`src/hdl/glcm_pkg.sv`:
```
package glcm_pkg;

    // Input item kinds, as carried on the slave-side tuser bit.
    localparam logic OP_LOAD = 1'b0;
    localparam logic OP_READ = 1'b1;

    // Configuration register indexes.
    localparam int CFG_IDX_BITS = 3;
    localparam logic [CFG_IDX_BITS-1:0] CFG_GRAY_LEVELS    = 3'd0;
    localparam logic [CFG_IDX_BITS-1:0] CFG_DIRECTION_MODE = 3'd1;
    localparam logic [CFG_IDX_BITS-1:0] CFG_STEP_DISTANCE  = 3'd2;
    localparam logic [CFG_IDX_BITS-1:0] CFG_IMAGE_WIDTH    = 3'd3;
    localparam logic [CFG_IDX_BITS-1:0] CFG_IMAGE_HEIGHT   = 3'd4;

    localparam logic [3:0] MODE_ALL = 4'd12;

    localparam int COUNT_BITS = 20;
    localparam logic [COUNT_BITS-1:0] COUNT_MAX = 20'hFFFFF;

    // Last of the eight offset directions.
    localparam logic [2:0] DIR_LAST = 3'd7;

    localparam int QUEUE_DEPTH = 4;
    localparam int QPW         = 2;

    typedef enum logic {
        CMD_LOAD,
        CMD_READ
    } cmd_kind_t;

    typedef struct packed {
        cmd_kind_t   kind;
        logic [15:0] pixel;
        logic        last;
        logic [7:0]  ref_level;
        logic [7:0]  neighbor_level;
    } cmd_t;

    typedef struct packed {
        logic clearing;
        logic rd_wait;
    } back_status_t;

    // Offsets selected by each direction mode, bit k for direction k.
    function automatic logic [7:0] mode_mask(input logic [3:0] mode);
        logic [7:0] m;
        unique case (mode)
            4'd0:    m = 8'h01;
            4'd1:    m = 8'h02;
            4'd2:    m = 8'h04;
            4'd3:    m = 8'h08;
            4'd4:    m = 8'h10;
            4'd5:    m = 8'h20;
            4'd6:    m = 8'h40;
            4'd7:    m = 8'h80;
            4'd8:    m = 8'h03;
            4'd9:    m = 8'h06;
            4'd10:   m = 8'h0C;
            4'd11:   m = 8'h09;
            4'd12:   m = 8'hFF;
            default: m = 8'h00;
        endcase
        return m;
    endfunction

    // Row direction of offset k: +1, 0 or -1.
    function automatic logic signed [1:0] dir_row(input logic [2:0] k);
        logic signed [1:0] r;
        unique case (k)
            3'd1, 3'd4, 3'd5: r = 2'sd1;
            3'd3, 3'd6, 3'd7: r = -2'sd1;
            default:          r = 2'sd0;
        endcase
        return r;
    endfunction

    // Column direction of offset k: +1, 0 or -1.
    function automatic logic signed [1:0] dir_col(input logic [2:0] k);
        logic signed [1:0] c;
        unique case (k)
            3'd0, 3'd4, 3'd7: c = 2'sd1;
            3'd2, 3'd5, 3'd6: c = -2'sd1;
            default:          c = 2'sd0;
        endcase
        return c;
    endfunction

endpackage

```
`src/hdl/glcm_front.sv`:
```
module glcm_front
    import glcm_pkg::*;
(
    input  logic        clk,
    input  logic        rst_n,
    input  logic        s_tvalid,
    output logic        s_tready,
    input  logic [31:0] s_tdata,
    input  logic        s_tlast,
    input  logic        s_tuser,
    input  logic        pop,
    output logic        cmd_valid,
    output cmd_t        cmd
);

    cmd_t           q_mem_reg [QUEUE_DEPTH];
    logic [QPW-1:0] wr_ptr_reg;
    logic [QPW-1:0] rd_ptr_reg;
    logic [QPW:0]   count_reg;
    logic           push;
    cmd_t           cmd_in;

    // Classify the item and keep only what the back end needs.
    always_comb
    begin
        cmd_in.kind           = (s_tuser == OP_READ) ? CMD_READ : CMD_LOAD;
        cmd_in.pixel          = s_tdata[15:0];
        cmd_in.last           = s_tlast;
        cmd_in.ref_level      = s_tdata[23:16];
        cmd_in.neighbor_level = s_tdata[31:24];
    end

    assign s_tready  = (count_reg != (QPW+1)'(QUEUE_DEPTH));
    assign push      = s_tvalid && s_tready;
    assign cmd_valid = (count_reg != '0);
    assign cmd       = q_mem_reg[rd_ptr_reg];

    always_ff @(posedge clk)
    begin
        if (push)
        begin
            q_mem_reg[wr_ptr_reg] <= cmd_in;
        end
    end

    always_ff @(posedge clk or negedge rst_n)
    begin
        if (!rst_n)
        begin
            wr_ptr_reg <= '0;
            rd_ptr_reg <= '0;
            count_reg  <= '0;
        end
        else
        begin
            if (push)
            begin
                wr_ptr_reg <= wr_ptr_reg + 1'b1;
            end
            if (pop)
            begin
                rd_ptr_reg <= rd_ptr_reg + 1'b1;
            end
            if (push && !pop)
            begin
                count_reg <= count_reg + 1'b1;
            end
            else if (pop && !push)
            begin
                count_reg <= count_reg - 1'b1;
            end
        end
    end

endmodule

```
`config.mk`:
```
export PLATFORM = sky130hd
export DESIGN_NAME = glcm_front
export DESIGN_NICKNAME = d
export VERILOG_FILES = /design/src/hdl/glcm_pkg.sv /design/src/hdl/glcm_front.sv
export SDC_FILE = /design/constraint.sdc
export NUM_CORES = 1
export LEC_CHECK = 0
export BUFFER_PORTS_ARGS = -buffer_cell sky130_fd_sc_hd__buf_4
export CORE_UTILIZATION = 25
export CTS_CLUSTER_DIAMETER = 60
export DETAILED_ROUTE_END_ITERATION = 12
export PLACE_DENSITY_LB_ADDON = 0.3
export SYNTH_ARGS = -nofsm -noshare
export SYNTH_HDL_FRONTEND = slang
export SYNTH_SLANG_ARGS = --single-unit
```
`constraint.sdc`:
```
create_clock -name clk -period 2.61 [get_ports clk]
set_clock_uncertainty 0.05 [all_clocks]
set_input_delay 0.3915 -clock clk [delete_from_list [all_inputs] [get_ports clk]]
set_output_delay 0.3915 -clock clk [all_outputs]
set_load 0.02 [all_outputs]
```
==> results.toml, run 1 <==
[status]
outcome = "finished clean"

[global_routing]
grt.total_usage_pct = 10.0
grt_max_degree = 23
grt_first_pass_wirelength_um = 15500
antenna_found_initial = 0
grt_pass1_vias = 2666
overflow = 0

[floorplan]
die_w_um = 149
rows = 53
die_h_um = 149
io_pins = 74
start_util_pct = 25.5
die_area_um2 = 22100
core_area_um2 = 21000

[min_path]
whs_endpoint = "q_mem_reg[1][33]"
hold_depth = 1
holdCritStartpoint = "s_tuser"
holdCritPathClass = "primary input to flip-flop"

[synth]
seq_area_frac_synth_pct = 79.3
yosys_most_used_dff = "edfxtp_1"
synth.top_cell.area_share_pct = 76.1
synth_compound_area_share_pct = 0.210
synth-edff-count = 136
syn_nets = 257
synthTopCellsByCount = "edfxtp_1 (136), mux4_2 (28), dfrtp_1 (7), mux4_1 (6), ha_1 (5)"
synth_top_family_by_area = "multiplexers"
yosysTopAreaCell = "edfxtp_1"
synth-adder-area-share_pct = 1.54
syn_area_per_cell_um2 = 25.2
synthMuxAreaShare_pct = 15.1
post_synth_xor_area_fraction_pct = 0.979
netlist-cell-type-count = 18
ys_ff_latch = 143
syn_inst = 213
synthTopCellsByArea = "edfxtp_1 (76%), mux4_2 (12%), dfrtp_1 (3.3%)"
syn_area_um2 = 5370
ys_warn_count = 0
yosys.area_share.simple_pct = 0.862
synthArstFlopShare_pct = 4.90
yosysMostFrequentCell = "edfxtp_1"

[critical_path]
critical_path.startpoint_type = "flip-flop"
r2r-start = "count_reg[0]"
reg2reg_to = "count_reg[2]"
required_ps = 2170
r2r.worst_path.cells = 8
cp.arrival_ps = 2030
critPathKind = "flip-flop to primary output"
r2r_setup_slack_ps = 510
cp_max_fo = 15
end_kind = "primary output"

[layout]
n_fill_cell = 1985
fin_util_pct = 32.8
layout-drive-gt1-share_pct = 45.3
fin_area_um2 = 6890
multi_input_area_um2 = 1010
final_nets = 351
largest_register_ffs = 136
regArea_um2 = 4260
diodes = 0
syn2layout_area_growth_pct = 28.3

[drt]
drtAntennaViolNets = 0
wire_per_inst_um = 16.9
detail_route.iter0.violations = 141
dr_total_vias = 2420
wirelength_um = 10100
drcViolationCount = 0
viasPerCell = 4.07
drtPass1Iterations = 4

[cts]
cts_tree = "yes"
cts_max_level = 4
clockBufferDepth = 2
worstSkewPairLatency_ps = 420
path_clk_slew_ps = 60
numClockSinks = 143
cts_setup_buffers = 0
cts_buffers = 17
root_buffer = "clkbuf_16"

[placed_design]
gp_congestion = 0.633
portBuffers = 73
placed_area_um2 = 6290
hpwl_um = 6390

[pwr]
combPwrFrac_pct = 31.5
pwr-share-seq_pct = 39.7
p_leak_nw = 2.37
pwr_density_cell_nw_per_um2 = 1190
swShare_pct = 29.8
power.switching_mw = 2.45
pwr-share-clk_pct = 28.7
peakVddDrop_mv = 0.414
p_int_mw = 5.77

[timing]
whs_ps = 128
slew_headroom_pct = 70.5
max_freq_ghz = 0.404
hold_viol = 0
worst_pin_slew_ps = 443
period_share_pct = 94.8
finalWorstPathRequiredPeriod_ps = 2470
setup_violations = 0
rsz0062_at_grt = "false"
slew_violations = 0
finalSetupTns_ps = 0

[run]
cap_violations = 0
worst max-delay path: stages (launching register included):
cell and delay (ps):
dfrtp_4 600, buf_4 300, mux4_2 540, buf_4 170
routing by layer:
metal | GRT usage (%) | vias up | part of all wire, %
met2 | 15.8 | 53 | 48
met5 | 0 | - | 0
met1 | 11.9 | 1274 | 44
li1 | - | 1080 | -
met3 | 4.05 | 13 | 5.6
met4 | 4.79 | 0 | 1.6
power groups by stage:
stage | logic (mW) | clock network, mW | registers, mW
after global placement | 2.64 | 0 | 3.31
after floorplan | 1.77 | 0 | 3.19
after CTS | 2.68 | 2.44 | 3.29
after detailed placement | 2.66 | 0 | 3.33
after global routing | 2.79 | 2.52 | 3.33
final | 2.59 | 2.37 | 3.27
layout make-up:
cell class              count  area share (%)
inverters                   4           0.218
multi-input cells          58            14.6
well taps                 275            5.00
repair buffers             83            9.81
clock buffers              20            6.34
clock inverters            12            2.09
flip-flops and latches    143            61.9
cell families (layout without fill, tap and decap cells):
family / after synthesis / in the layout
buffers and inverters: 12 / 119
adder cells (fa/ha/maj): 6 / 6
flip-flops: 143 / 143
XOR/XNOR: 6 / 6
AND/OR/NAND/NOR: 9 / 9
AO/OA/AOI/OAI: 1 / 1
multiplexers: 36 / 36
worst max-delay path by stage:
stage	start	to	depth (start not counted)
5_1_grt	rd_ptr_reg[0]	cmd[19]	3
2_1_floorplan	count_reg[0]	q_mem_reg[0][0]	3
3_3_place_gp	rd_ptr_reg[0]	cmd[32]	3
4_1_cts	rd_ptr_reg[0]	cmd[19]	3
3_5_place_dp	rd_ptr_reg[0]	cmd[19]	3
6_report	rd_ptr_reg[0]	cmd[19]	3
per-stage QoR:
stage / setup slack [ps] / power (mW) / std cells
floorplan: 560 / 4.96 / 213
global placement: 415 / 5.94 / 562
detailed placement: 411 / 5.99 / 562
CTS: 63.6 / 8.41 / 595
global route: 14.3 / 8.64 / 595
finish: 135 / 8.23 / 595
cell usage in the layout (no fill, tap or decap), types with 2 or more instances in the layout:
cell | netlist | routed
and2_2 | 0 | 4
buf_12 | 3 | 4
buf_4 | 0 | 78
bufinv_16 | 0 | 3
clkbuf_1 | 0 | 3
clkbuf_16 | 0 | 17
clkinv_1 | 0 | 3
clkinv_2 | 0 | 2
clkinv_4 | 0 | 2
clkinvlp_4 | 0 | 2
dfrtp_1 | 7 | 5
edfxtp_1 | 136 | 136
ha_1 | 5 | 5
inv_1 | 4 | 4
mux2_2 | 2 | 2
mux4_1 | 6 | 6
mux4_2 | 28 | 28
nand2_1 | 2 | 2
nor2_1 | 2 | 2
xnor2_1 | 3 | 3
xor2_1 | 3 | 3
what timing repair did:
| action | in CTS | in global routing |
|---|---|---|
| gates resized for setup | 1 | 0 |
| endpoints found under the setup margin | 18 | 0 |
| hold endpoints to repair | 7 | 0 |
| hold buffers | 1 | 0 |
(Power assumes the default switching activity.)
==> run 2: changes to the inputs <==
==> constraint.sdc (replaced) <==
create_clock -name clk -period 2.61 [get_ports clk]
set_clock_uncertainty 0.05 [all_clocks]
set_input_delay 0.522 -clock clk [delete_from_list [all_inputs] [get_ports clk]]
set_output_delay 0.522 -clock clk [all_outputs]
set_load 0.02 [all_outputs]
==> results.toml, run 2 (synthesis gave the netlist of run 1 again) <==
[cts]
numClockSinks = 143
worstSkewPairLatency_ps = 410
root_buffer = "clkbuf_16"
clockBufferDepth = 2
cts_buffers = 17
cts_setup_buffers = 0
cts_max_level = 4
path_clk_slew_ps = 60
cts_tree = "yes"

[timing]
slew_headroom_pct = 72.9
finalWorstPathRequiredPeriod_ps = 2430
hold_viol = 0
setup_violations = 0
max_freq_ghz = 0.411
period_share_pct = 93.3
slew_violations = 0
whs_ps = 258
rsz0062_at_grt = "false"
finalSetupTns_ps = 0
worst_pin_slew_ps = 407

[floorplan]
die_h_um = 149
io_pins = 74
die_w_um = 149
core_area_um2 = 21000
die_area_um2 = 22100
start_util_pct = 25.5
rows = 53

[global_routing]
overflow = 0
grt.total_usage_pct = 10.4
grt_first_pass_wirelength_um = 15900
grt_max_degree = 24
antenna_found_initial = 0
grt_pass1_vias = 2721

[min_path]
hold_depth = 1
holdCritPathClass = "primary input to flip-flop"

[critical_path]
cp.arrival_ps = 1860
path_delay_family = "multiplexers"
critPathKind = "flip-flop to primary output"
crit_path_cell_trace = "buf_4 -> mux4_1 -> buf_4"
required_ps = 2040
critPathBufInv = 2
worstSetupPathDepth = 3
cp_max_fo = 13
end_kind = "primary output"
r2r.worst_path.cells = 8
slowest_delay_ps = 610
critical_path.startpoint_type = "flip-flop"
cpMaxStageDelayCell = "mux4_1"
crit_top_cell = "buf_4"

[drt]
drtPass1Iterations = 4
wirelength_um = 10400
drtAntennaViolNets = 0
dr_total_vias = 2427
viasPerCell = 4.07
wire_per_inst_um = 17.5
drcViolationCount = 0
detail_route.iter0.violations = 106

[run]
cap_violations = 0

[status]
outcome = "finished clean"

[layout]
diodes = 0
final_common_cell = "edfxtp_1"
syn2layout_area_growth_pct = 29.3
layout-drive-gt1-share_pct = 46.7
largest_register_ffs = 136
fin_area_um2 = 6940
mostFrequentLayoutCells = "edfxtp_1 (136), buf_4 (78), mux4_2 (28)"
n_fill_cell = 1996
final_nets = 352

[placed_design]
portBuffers = 73
gp_congestion = 0.651
placed_area_um2 = 6310
hpwl_um = 6360

[pwr]
peakVddDrop_mv = 0.446
pwr_density_cell_nw_per_um2 = 1210
power.total_mw = 8.41
p_leak_nw = 2.41
[run 2: changes by cell type in the layout (fill, tap and decap cells not counted), sizes merged]
cell	delta
clkbuf	-3
clkinv	+2
buf	+1
bufinv	+1
clkinvlp	-1
inv	+1
[run 2: report_power, final]
part | total, mW | switching, mW | internal, mW
registers | 3.18 | 0.132 | 3.04
clock network | 2.52 | 0.926 | 1.59
logic | 2.71 | 1.46 | 1.26
[run 2: timing repair]
action	4_1_cts	5_1_grt
setup endpoints to repair	0	0
resized for setup	0	0
endpoints found under the hold margin	7	0
hold buffers	1	0
[run 2: worst paths after layout]
| check | start | end | slack, ps |
|---|---|---|---|
| worst max-delay path | rd_ptr_reg[0] | cmd[3] | 180 |
| worst min-delay path | s_tdata[19] | q_mem_reg[0][11] | 260 |
| worst max register to register | count_reg[0] | count_reg[2] | 530 |
| worst min register to register | count_reg[2] | count_reg[2] | 510 |
| max in group asynchronous | rst_n | rd_ptr_reg[0] | 1950 |
| min in group asynchronous | rst_n | count_reg[0] | 410 |
[run 2: cell type report]
type | instances | area [um2] | share of cell area [%]
Sequential cell | 143 | 4260 | 61.4
Timing Repair Buffer | 84 | 696 | 10.0
Multi-Input combinational cell | 58 | 1010 | 14.5
Clock buffer | 17 | 425 | 6.13
Inverter | 4 | 15.0 | 0.216
Clock inverter | 15 | 194 | 2.79
Tap cell | 275 | 344 | 4.95
[run 2: per-stage QoR]
step	instances	setup WS (ps)	utilization [%]
6_report	596	175	33.0
5_1_grt	596	99.8	33.0
4_1_cts	596	108	33.0
3_5_place_dp	563	453	30.0
3_3_place_gp	563	528	30.0
2_1_floorplan	213	508	-
[run 2: layer usage]
metal | routed length [um] | up-vias | track usage [%]
li1 | - | 1088 | -
met1 | 4310 | 1273 | 11.7
met2 | 5430 | 56 | 17.6
met3 | 530 | 10 | 3.56
met4 | 138 | 0 | 4.64
met5 | 0 | - | 0
[run 2: worst register-to-register path: stages, from the launching register on]
cell	delay (ps)
dfrtp_1	440
nor2_1	90
a21boi_2	290
ha_1	250
inv_1	60
fa_1	370
xor2_1	170
nor2_1	110
xor2_1	160
